==> config.mk <==
export PLATFORM = sky130hd
export DESIGN_NAME = sfp_ram
export DESIGN_NICKNAME = d
export VERILOG_FILES = /design/src/rtl/sfp_ram.sv
export SDC_FILE = /design/constraint.sdc
export NUM_CORES = 2
export LEC_CHECK = 0
export ABC_CLOCK_PERIOD_IN_PS = 3770
export BUFFER_PORTS_ARGS = -buffer_cell sky130_fd_sc_hd__clkbuf_2
export CAP_MARGIN = 20
export CORE_ASPECT_RATIO = 0.7
export CORE_MARGIN = 1.5
export CORE_UTILIZATION = 30
export CTS_CLUSTER_SIZE = 25
export DETAILED_ROUTE_END_ITERATION = 12
export GPL_TIMING_DRIVEN = 0
export PLACE_DENSITY = 0.42
export SYNTH_ARGS = -nofsm -noshare
export SYNTH_HDL_FRONTEND = slang
export SYNTH_SLANG_ARGS = --single-unit
==> constraint.sdc <==
create_clock -name clk -period 3.77 [get_ports clk]
set_clock_uncertainty 0.2 [all_clocks]
set_input_delay 0.1885 -clock clk [delete_from_list [all_inputs] [get_ports clk]]
set_output_delay 0.1885 -clock clk [all_outputs]
set_load 0.01 [all_outputs]
==> src/rtl/sfp_ram.sv <==
// sfp_ram: generic simple dual-port RAM, one write and one registered read port.
// No dependencies.
`timescale 1ns / 1ps

module sfp_ram #(
  parameter int WIDTH = 12,
  parameter int DEPTH = 256
) (
  input  logic                     clk,
  input  logic                     we,
  input  logic [$clog2(DEPTH)-1:0] waddr,
  input  logic [WIDTH-1:0]         wdata,
  input  logic [$clog2(DEPTH)-1:0] raddr,
  output logic [WIDTH-1:0]         rdata
);

  logic [WIDTH-1:0] mem [DEPTH];

  always_ff @(posedge clk) begin
    if (we) begin
      mem[waddr] <= wdata;
    end
    rdata <= mem[raddr];
  end

endmodule

Word level (Yosys, flattened, before mapping) --
Memories as Yosys holds them, arrays and structs flattened. A register that Yosys moved wholly into a read port is not among the register bits. Cells that the tools add are included.
Storage, ports and cells: input port bits 30, register bits after elaboration 0, output and inout port bits 12, RAM bits 3072, logic and storage cells 3, memories kept 1
Memories:
- mem | depth 256, width 12, read ports 1, clocked after memory_dff 1, write ports 1, RTL line 17 | logic [WIDTH-1:0] mem [DEPTH];
Operators by class: multiplexer cells 2
Operators with widths (number):
- $mux 1 | 2

Logic depth before layout (Yosys ltp) --
word-level depth 2, mapped depth 11

Least setup slack after synthesis --
OpenSTA, ideal clock, no wires.
path type input to register, from input waddr[3], to memory mem[235][0] (enable), stages on the path 6, data arrival time 1.800 ns, library setup time 0.380 ns, path buffers 3, slack 1.390 ns, cells stage by stage clkbuf_1 > nor2b_1 > clkbuf_1 > nand4_1 > clkbuf_1 > nor2_1
RTL lines:
- start, declared | RTL line 11 | input logic [$clog2(DEPTH)-1:0] waddr,
- end, declared | RTL line 17
Straight into the memory's write port.

==> results.sh <==
export IMPL_status="finished with violations"
export IMPL_violations="negative setup slack"
export IMPL_post_route_period_util_pct=108
export IMPL_grt_antenna_before_repair=66
export IMPL_die_y_um=529
export IMPL_clockRootBuffer="clkbuf_16"
export IMPL_die_w_um=755
export IMPL_placed_area_mm2=0.131
export IMPL_worst_pin_slew_ns=1.37
export IMPL_crit_path_end_kind="flip-flop"
export IMPL_drc=0
export IMPL_routed_wl_um=500000
export IMPL_vias=66800
export IMPL_finalHoldViolations=0
export IMPL_routedWlPerCell_um=42.8
export IMPL_num_io_pins=42
export IMPL_final_layout_size_suffix_gt1_share_pct=29.8
export IMPL_final_util_pct=36.0
export IMPL_syn_instance_count=5506
export IMPL_clk_pin_slew_ns=0.06
export IMPL_finalSetupTns_ns=-9.31
export IMPL_overflow=0
export IMPL_initial_utilization_pct=30.2
export IMPL_crit_type="primary input to flip-flop"
export IMPL_dp_hpwl_um=357000
export IMPL_crit_required_ns=4.33
export IMPL_die_area_mm2=0.399
export IMPL_synthArstFlopShare_pct=0
export IMPL_place_ws_ns=-1.99
export IMPL_area_growth_pct=19.0
export IMPL_grt_pass1_vias=61900
export IMPL_synth_cell_types=61
export IMPL_clockBufferDepth=4
export IMPL_via_per_inst=5.72
export IMPL_reg2reg_setup_slack_ns=0.07
export IMPL_synth_top_area_share_pct=77.8
export IMPL_initialDrtViolationCount=11800
export IMPL_synth_edf_count=3072
export IMPL_setup_viol=146
export IMPL_critPathLaunchType="primary input"
export IMPL_yosysWarnings=0
export IMPL_hold_class="primary input to flip-flop"
export IMPL_powerDensity_mw_per_mm2=528
export IMPL_ys_ff_latch=3084
export IMPL_num_fill_cells=36100
export IMPL_cpPeakStageDelay_ns=0.98
export IMPL_cpMostUsedCell="buf_2"
export IMPL_path_cells="buf_2 > buf_2 > buf_2 > clkdlybuf4s15_1 > mux4_2 > o21ai_1 > a21oi_2 > o32ai_2 > nor3_2"
export IMPL_grt_max_degree=133
export IMPL_fin_nets=6217
export IMPL_grt_first_pass_wirelength_um=638000
export IMPL_rows=192
export IMPL_cts_buffers=318
export IMPL_clock_sinks=3084
export IMPL_final_cell_area_mm2=0.141
export IMPL_cts_max_level=5
export IMPL_fmax_mhz=246
export IMPL_crit_fanout=10
export IMPL_period_needed_ns=4.07
export IMPL_slowest_stage="clkdlybuf4s15_1"
export IMPL_gp_congestion=0.951
export IMPL_leakagePower_nw=43.6
export IMPL_cp_arrival_ns=4.63
export IMPL_synth_area_leaders="edfxtp_1, mux4_2, mux2i_1, a22oi_1, nor2_1"
export IMPL_setup_slack_ns=-0.301
export IMPL_numPortBuffers=32
export IMPL_grtUsageTotal_pct=24.5
export IMPL_synthesis_area_mm2=0.119
export IMPL_ir_worst_vdd_mv=0.328
export IMPL_syn_area_per_cell_um2=21.5
export IMPL_maxCapViolations=0
export IMPL_first_pass_iters=6
export IMPL_synth_main_ff_cell="edfxtp_1"
export IMPL_max_slew_margin_pct=8.91
export IMPL_clk_latency_ns=0.95
export IMPL_yosysSeqAreaShare_pct=78.0
export IMPL_tritoncts="yes"
export IMPL_slew_viol_final=0
export IMPL_syn_num_nets=5536
export IMPL_core_mm2=0.392
export IMPL_synth_area_leader_cell="edfxtp_1"
export IMPL_postRouteAntennaNets=0
[metal layers]
layer / vias to the layer above / wire [um] / GRT usage (%)
met5: - / 161 / 0.168
met4: 12 / 15000 / 6.39
met1: 37100 / 225000 / 37.2
met3: 628 / 66900 / 9.56
met2: 4354 / 193000 / 32.0
li1: 24700 / - / -
[cells in the mapped netlist (all sizes together), types with 3 or more instances]
cell type,count
o21ai,35
mux2,35
o211ai,3
nand2b,9
a211oi,20
a221oi,20
a22o,19
nor2b,37
nor2,302
mux4,636
buf,185
nor3b,3
a21oi,121
nor4b,6
nand3b,4
clkbuf,153
a311oi,5
nor4,37
and3b,7
or2,6
dfxtp,12
mux2i,223
and3,6
o31ai,5
nand2,45
edfxtp,3072
o22ai,88
o2111ai,4
nand3,32
and2,4
a31oi,16
nand4,13
a32oi,3
o221ai,55
or3,4
nor3,33
o41ai,3
o32ai,11
a22oi,215
a2111oi,3
[final timing paths]
path / from / to / cells after the start
min reg2reg: mem[226][9]$_DFFE_PP_ / rdata[9]$_DFF_P_ / 6
max: raddr[3] / rdata[10]$_DFF_P_ / 9
max reg2reg: mem[26][8]$_DFFE_PP_ / rdata[8]$_DFF_P_ / 6
min: wdata[3] / mem[63][3]$_DFFE_PP_ / 2
[kinds of logic after synthesis]
logic type / count (synthesis) / synth area share (%)
simple gates: 550 / 2.17
compound gates: 637 / 3.75
flops: 3084 / 78.0
mux: 894 / 14.3
buf+inv: 341 / 1.83
[final cells by class]
cell class / instances / area, um2 / share of cell area (%)
antenna: 15 / 37.5 / 0.0266
buffer: 337 / 2260 / 1.60
clock buffer: 376 / 8280 / 5.86
clock inverter: 184 / 1700 / 1.20
inverter: 3 / 16.3 / 0.0115
multi-input combinational: 2081 / 24700 / 17.5
sequential: 3084 / 92500 / 65.5
tap: 5238 / 6550 / 4.64
timing repair buffer: 362 / 5160 / 3.66
[report_power, final]
part	leakage, nW	switching, mW	internal [mW]
registers	27.7	0.0227	37.8
logic	11.0	3.81	1.38
clock network	4.88	14.0	17.7
total	43.6	17.8	56.8
[registers in the layout, indices dropped and copies added, names as in the netlist]
register and flops:
rdata 12, mem 3072
[through the flow]
stage	cells	hold slack, ns	total power [mW]
2_1_floorplan	5506	0.0874	40.4
3_3_place_gp	10800	0.389	43.5
3_5_place_dp	11100	0.350	43.5
4_1_cts	11700	0.0236	74.7
5_1_grt	11700	0.0516	76.1
6_report	11700	0.0647	74.6
[cell usage in the layout, fill, tap and decap left out, types with 18 or more instances in the layout]
master,synthesis,layout
nand3_1,32,32
o221ai_1,53,51
a22oi_1,215,211
nand2_1,45,42
dlygate4sd3_1,0,22
nor2b_1,37,37
a21oi_1,121,115
mux2i_1,223,223
clkinv_2,0,62
clkinv_1,1,62
nor2_2,0,182
mux2_2,28,28
clkbuf_16,0,323
edfxtp_1,3072,3072
buf_16,0,57
nor4_1,34,22
nor3_1,33,25
buf_12,16,26
mux4_2,636,636
buf_2,72,72
nor2_1,302,119
buf_8,14,137
clkbuf_1,153,165
o21ai_0,34,32
a22o_1,19,19
buf_6,35,86
buf_4,33,100
clkbuf_2,0,59
o22ai_1,88,86
a211oi_1,20,19
bufinv_16,0,28
a221oi_1,19,18
[repair_timing]
| action | in CTS | in global routing |
|---|---|---|
| resized for setup | 52 | 22 |
| endpoints found under the setup margin | 10 | 61 |
| hold buffers | 22 | 0 |
| setup buffers | 2 | 1 |
| hold endpoints to repair | 1644 | 0 |
[worst max-delay path, delay by kind of cell]
| family | cells | cell delay (ns) |
|---|---|---|
| buffers and inverters | 4 | 2.28 |
| AO/OA/AOI/OAI | 3 | 1.38 |
| multiplexers | 1 | 0.49 |
| AND/OR/NAND/NOR | 1 | 0.20 |
Power figures use the tool's default switching activity.
