===== src/rtl/sfp_pkg.sv =====
// sfp_pkg: shared field widths and request codes for the shelf packer.
// No dependencies.
`timescale 1ns / 1ps

package sfp_pkg;

  localparam int FIELD_W = 12;

  localparam logic MODE_PLACE = 1'b0;
  localparam logic MODE_CLEAR = 1'b1;

endpackage


===== src/rtl/sfp_fit.sv =====
// sfp_fit: checks whether a rectangle fits on one shelf and gives the new fill.
// Depends on sfp_pkg.
`timescale 1ns / 1ps

module sfp_fit #(
  parameter int ATLAS_SIZE = 2048,
  parameter int AW         = 12
) (
  input  logic [AW-1:0]               shelf_h,
  input  logic [AW-1:0]               shelf_f,
  input  logic [sfp_pkg::FIELD_W-1:0] w,
  input  logic [sfp_pkg::FIELD_W-1:0] h,
  output logic                        fit,
  output logic [AW-1:0]               fill_sum
);

  import sfp_pkg::*;

  localparam int SW = ((AW > FIELD_W) ? AW : FIELD_W) + 1;

  logic [SW-1:0] sum;

  assign sum      = SW'(shelf_f) + SW'(w);
  assign fit      = (SW'(shelf_h) >= SW'(h)) && (sum <= SW'(ATLAS_SIZE));
  assign fill_sum = AW'(sum);

endmodule

===== config.mk =====
export PLATFORM = sky130hd
export DESIGN_NAME = sfp_fit
export DESIGN_NICKNAME = d
export VERILOG_FILES = /design/src/rtl/sfp_pkg.sv /design/src/rtl/sfp_fit.sv
export SDC_FILE = /design/constraint.sdc
export NUM_CORES = 1
export LEC_CHECK = 0
export ABC_AREA = 1
export BUFFER_PORTS_ARGS = -buffer_cell sky130_fd_sc_hd__buf_2
export CAP_MARGIN = 20
export CORE_ASPECT_RATIO = 1.5
export CORE_MARGIN = 2
export CORE_UTILIZATION = 45
export DETAILED_ROUTE_END_ITERATION = 10
export GPL_TIMING_DRIVEN = 1
export PLACE_DENSITY = 0.8
export SLEW_MARGIN = 20
export SYNTH_ARGS = -nofsm -noshare
export SYNTH_HDL_FRONTEND = slang
export SYNTH_SLANG_ARGS = --single-unit

===== constraint.sdc =====
create_clock -name vclk -period 5.7
set_clock_uncertainty 0.1 [all_clocks]
set_input_delay 0.57 -clock vclk [all_inputs]
set_output_delay 0.57 -clock vclk [all_outputs]
set_load 0.01 [all_outputs]

Word-level counts from Yosys, hierarchy flattened
Index checks and enable logic that the tools add are counted.
{"block": "op_classes", "addsub": 1, "magnitude_cmp": 2, "reduce_logical": 1}
{"operator": "$add A12 B12 Y13", "n": 1}
{"operator": "$le A13 B12 Y1 const B", "n": 1}
{"operator": "$ge A12 B12 Y1", "n": 1}
{"operator": "$logic_and A1 B1 Y1", "n": 1}
{"block": "totals", "ff_bits": 0, "inputBits": 48, "elab_cells": 4}

Logic depth before layout (Yosys ltp)
{"block": "logic_depth", "ltp_word": 3, "depth_mapped": 13}

Worst setup path before layout
OpenSTA, ideal clock, no wires.
{"block": "synth_timing", "path_type": "input to output", "from": "input shelf_f[0]", "to": "output fit", "arrival_time_ns": 2.149, "t_required_ns": 5.030, "setup_slack_ns": 2.881, "path_stages": 10, "path_buffers": 0, "cell_sequence": "ha_1 -> fa_1 -> or2_1 -> nor2_1 -> nand3_1 -> nor2_1 -> nand2_1 -> nor2_1 -> nand4_1 -> a21oi_2"}
{"block": "synth_between", "elab_chain_len": 3}
{"item": "start: declaration", "line": "sfp_fit.sv:10", "text": "input logic [AW-1:0] shelf_f,"}
{"item": "$add A12 B12 Y13", "line": "sfp_fit.sv:23", "text": "assign sum = SW'(shelf_f) + SW'(w);"}
{"item": "named net fill_sum[1]", "line": "sfp_fit.sv:14", "text": "output logic [AW-1:0] fill_sum"}
{"item": "$le A13 B12 Y1", "line": "sfp_fit.sv:24", "text": "assign fit = (SW'(shelf_h) >= SW'(h)) && (sum <= SW'(ATLAS_SIZE));"}
{"item": "$logic_and A1 B1 Y1", "line": "sfp_fit.sv:24"}
{"item": "end: declaration", "line": "sfp_fit.sv:13", "text": "output logic fit,"}
The timed path passes the listed nets, and every way through them passes these cells.

Worst setup path in the final report
{"block": "layout_timing", "from": "input shelf_f[0]", "to": "output fit"}
{"block": "layout_between", "elab_chain_len": 3}
{"item": "$add A12 B12 Y13", "line": "sfp_fit.sv:23"}
{"item": "$le A13 B12 Y1", "line": "sfp_fit.sv:24"}
{"item": "$logic_and A1 B1 Y1", "line": "sfp_fit.sv:24"}
No other way between the ends.

==> impl_metrics.xml <==
<?xml version="1.0" encoding="UTF-8"?>
<metrics>
  <group name="power">
    <metric name="p_per_area" unit="mW/mm2">97.4</metric>
    <metric name="pwr-share-comb" unit="%">100.0</metric>
    <metric name="power.net_switching" unit="uW">78.3</metric>
    <metric name="internal_power" unit="uW">59.3</metric>
    <metric name="total_power" unit="uW">138</metric>
    <metric name="seqPwrFrac" unit="%">0</metric>
    <metric name="irDropWorstVdd" unit="V">0.0000599</metric>
    <metric name="sw_frac_of_total" unit="%">56.9</metric>
    <metric name="power.leakage" unit="nW">0.956</metric>
    <metric name="power_frac_clock" unit="%">0</metric>
  </group>
  <group name="worst_setup_path">
    <metric name="worst_ep_required_time" unit="ps">5030</metric>
    <metric name="cpPeakStageDelay" unit="ps">450</metric>
    <metric name="critical_path_start" unit="">shelf_f[0]</metric>
    <metric name="cp_max_fo" unit="">3</metric>
    <metric name="critPathKind" unit="">input port to output pin</metric>
    <metric name="type_of_element_launching_the_critical_path" unit="">input port</metric>
    <metric name="critical_path.slowest_cell" unit="">fa_1</metric>
    <metric name="critPathMostFrequentCell" unit="">nor2_1</metric>
    <metric name="buffer_and_inverter_count_on_the_worst_path" unit="">2</metric>
    <metric name="arrival" unit="ps">2370</metric>
    <metric name="cell_family_with_most_cp_delay" unit="">simple AND/OR/NAND/NOR gates</metric>
    <metric name="crit_path_cell_trace" unit="">buf_2, ha_1, fa_1, or2_1, nor2_1, nand3_1, nor2_1, nand2_1, nor2_1, nand4_1, a21oi_2, buf_2</metric>
    <metric name="worst_setup_end_kind" unit="">output pin</metric>
  </group>
  <group name="detailed_routing">
    <metric name="antenna_violating_nets_post_route" unit="">0</metric>
    <metric name="detailroute.via_count" unit="">1366</metric>
    <metric name="drt_drc_violations_left" unit="">0</metric>
    <metric name="avgViaCountPerCell" unit="">4.90</metric>
    <metric name="drt_iter0_markers" unit="">12</metric>
    <metric name="drt_wl_total" unit="um">2520</metric>
    <metric name="drt_first_pass_iters" unit="">4</metric>
    <metric name="wl_per_cell" unit="um">9.03</metric>
  </group>
  <group name="timing">
    <metric name="timing.final.max_slew_violations" unit="">0</metric>
    <metric name="fin_tns_setup" unit="ps">0</metric>
    <metric name="timing_worst_slew_pin_value" unit="ps">303</metric>
    <metric name="hold_viol" unit="">0</metric>
    <metric name="slew-limit-headroom" unit="%">79.8</metric>
    <metric name="fin_crit" unit="ps">3040</metric>
    <metric name="finalCritPeriodShare" unit="%">53.3</metric>
    <metric name="unrepaired_setup_endpoints_after_global_routing" unit="">false</metric>
    <metric name="timing.final.ws_setup" unit="ps">2660</metric>
    <metric name="fmax" unit="MHz">329</metric>
    <metric name="report.final.setup_viol" unit="">0</metric>
    <metric name="whs" unit="ps">1360</metric>
  </group>
  <group name="final_layout">
    <metric name="finalInstanceArea" unit="mm2">0.00141</metric>
    <metric name="postLayoutCoreUtil" unit="%">62.5</metric>
    <metric name="layout_common_cells" unit="">nand2_1 (61), buf_2 (61), inv_1 (42)</metric>
    <metric name="design.final.nets" unit="">331</metric>
    <metric name="layout.sequential_cells" unit="">0</metric>
    <metric name="fill_count" unit="">240</metric>
    <metric name="area_delta_synth_final" unit="%">29.6</metric>
    <metric name="layout.clock_buffers" unit="">0</metric>
    <metric name="final-seq-area" unit="um2">0</metric>
    <metric name="stdcell_count" unit="">279</metric>
    <metric name="n_antenna_cell" unit="">0</metric>
    <metric name="layout-drive-gt1-share" unit="%">28.9</metric>
  </group>
  <group name="run">
    <metric name="max_cap_violations" unit="">0</metric>
  </group>
  <group name="floorplan">
    <metric name="rows" unit="">21</metric>
    <metric name="ios" unit="">61</metric>
    <metric name="fp.dieW" unit="um">44.2</metric>
    <metric name="die_y" unit="um">64.3</metric>
    <metric name="floorplan.initialDensity" unit="%">48.2</metric>
    <metric name="coreArea" unit="mm2">0.00226</metric>
    <metric name="die_area" unit="mm2">0.00284</metric>
  </group>
  <group name="placement">
    <metric name="detailed_place.area" unit="mm2">0.00141</metric>
    <metric name="routability_congestion_estimate_from_global_placement" unit="">0.806</metric>
    <metric name="number_of_placed_instances_with_taps_included" unit="">279</metric>
    <metric name="port-buffer-count" unit="">61</metric>
    <metric name="detailedPlacementHpwl" unit="um">2360</metric>
    <metric name="placement_stage_worst_setup_slack" unit="ps">2650</metric>
  </group>
  <group name="grt">
    <metric name="overflow" unit="">0</metric>
    <metric name="number_of_global_route_vias_before_repair" unit="">1164</metric>
    <metric name="grt_pass1_wl" unit="um">4310</metric>
    <metric name="initial_antenna_violation_count" unit="">0</metric>
    <metric name="grt_start_max_net_pins" unit="">9</metric>
    <metric name="grt_use_total" unit="%">18.1</metric>
  </group>
  <group name="synth">
    <metric name="post-synth-top-area-fraction" unit="%">27.6</metric>
    <metric name="synth.largest_area_cell" unit="">ha_1</metric>
    <metric name="yosysWarnings" unit="">0</metric>
    <metric name="synth.avg_cell_area" unit="um2">5.56</metric>
    <metric name="yosys-top-cells-area" unit="">ha_1 (28%), nand2_1 (21%), inv_1 (14%)</metric>
    <metric name="syn_area" unit="mm2">0.00109</metric>
    <metric name="synthesis.nets" unit="">269</metric>
    <metric name="synth_cell_type_count" unit="">24</metric>
    <metric name="netlist_instances" unit="">196</metric>
    <metric name="ys_seq_area_share" unit="%">0</metric>
  </group>
  <group name="min_path">
    <metric name="hp-start" unit="">w[0]</metric>
    <metric name="worst_hold_path_type" unit="">input port to output pin</metric>
  </group>
  <group name="cts">
    <metric name="postCtsSetupBuffers" unit="">0</metric>
    <metric name="cts-hold-fix-buffers" unit="">0</metric>
    <metric name="postCtsResizedCells" unit="">0</metric>
  </group>
  <group name="outcome">
    <metric name="outcome" unit="">finished, final reports clean</metric>
  </group>
</metrics>
area by class of cell:
class	count	area (um2)	area share (%)
Inverter	47	178	12.6
Multi-Input combinational cell	148	901	63.8
Tap cell	23	28.8	2.04
Timing Repair Buffer	61	305	21.6
final timing paths:
kind | to | slack (ps) | cells past startpoint
max | fit | 2660 | 12
min | fill_sum[0] | 1360 | 3
synth_stat cells:
library cell   n
a211oi_1       1
a21o_1         1
a21oi_1        8
a21oi_2        3
buf_6          1
clkinv_1       1
clkinv_2       1
fa_1           1
ha_1          24
inv_1         42
inv_2          3
nand2_1       61
nand2_2        3
nand2_4        2
nand3_1       18
nand3b_1       1
nand4_1        5
nor2_1        13
nor3_1         1
o211ai_1       1
o21ai_0        2
or2_1          1
or3_1          1
xnor2_2        1
routing by layer:
layer	track usage (%)	share of wire, %
met1	20.3	38
met2	36.4	54
met3	1.13	7.1
met4	1.52	0.67
met5	0	0
power by group through the flow:
stage | Sequential [mW] | Combinational [mW] | Clock (mW)
2_1_floorplan | 0 | 0.0934 | 0
3_3_place_gp | 0 | 0.138 | 0
3_5_place_dp | 0 | 0.139 | 0
4_1_cts | 0 | 0.139 | 0
5_1_grt | 0 | 0.158 | 0
6_report | 0 | 0.138 | 0
kinds of logic after synthesis:
group                    synth area share (%)
AND/OR/NAND/NOR                          42.7
buffers and inverters                    17.3
AO/OA/AOI/OAI                            9.07
adder cells (fa/ha/maj)                  29.4
XOR/XNOR                                 1.49
Power figures use the tool's default switching activity.
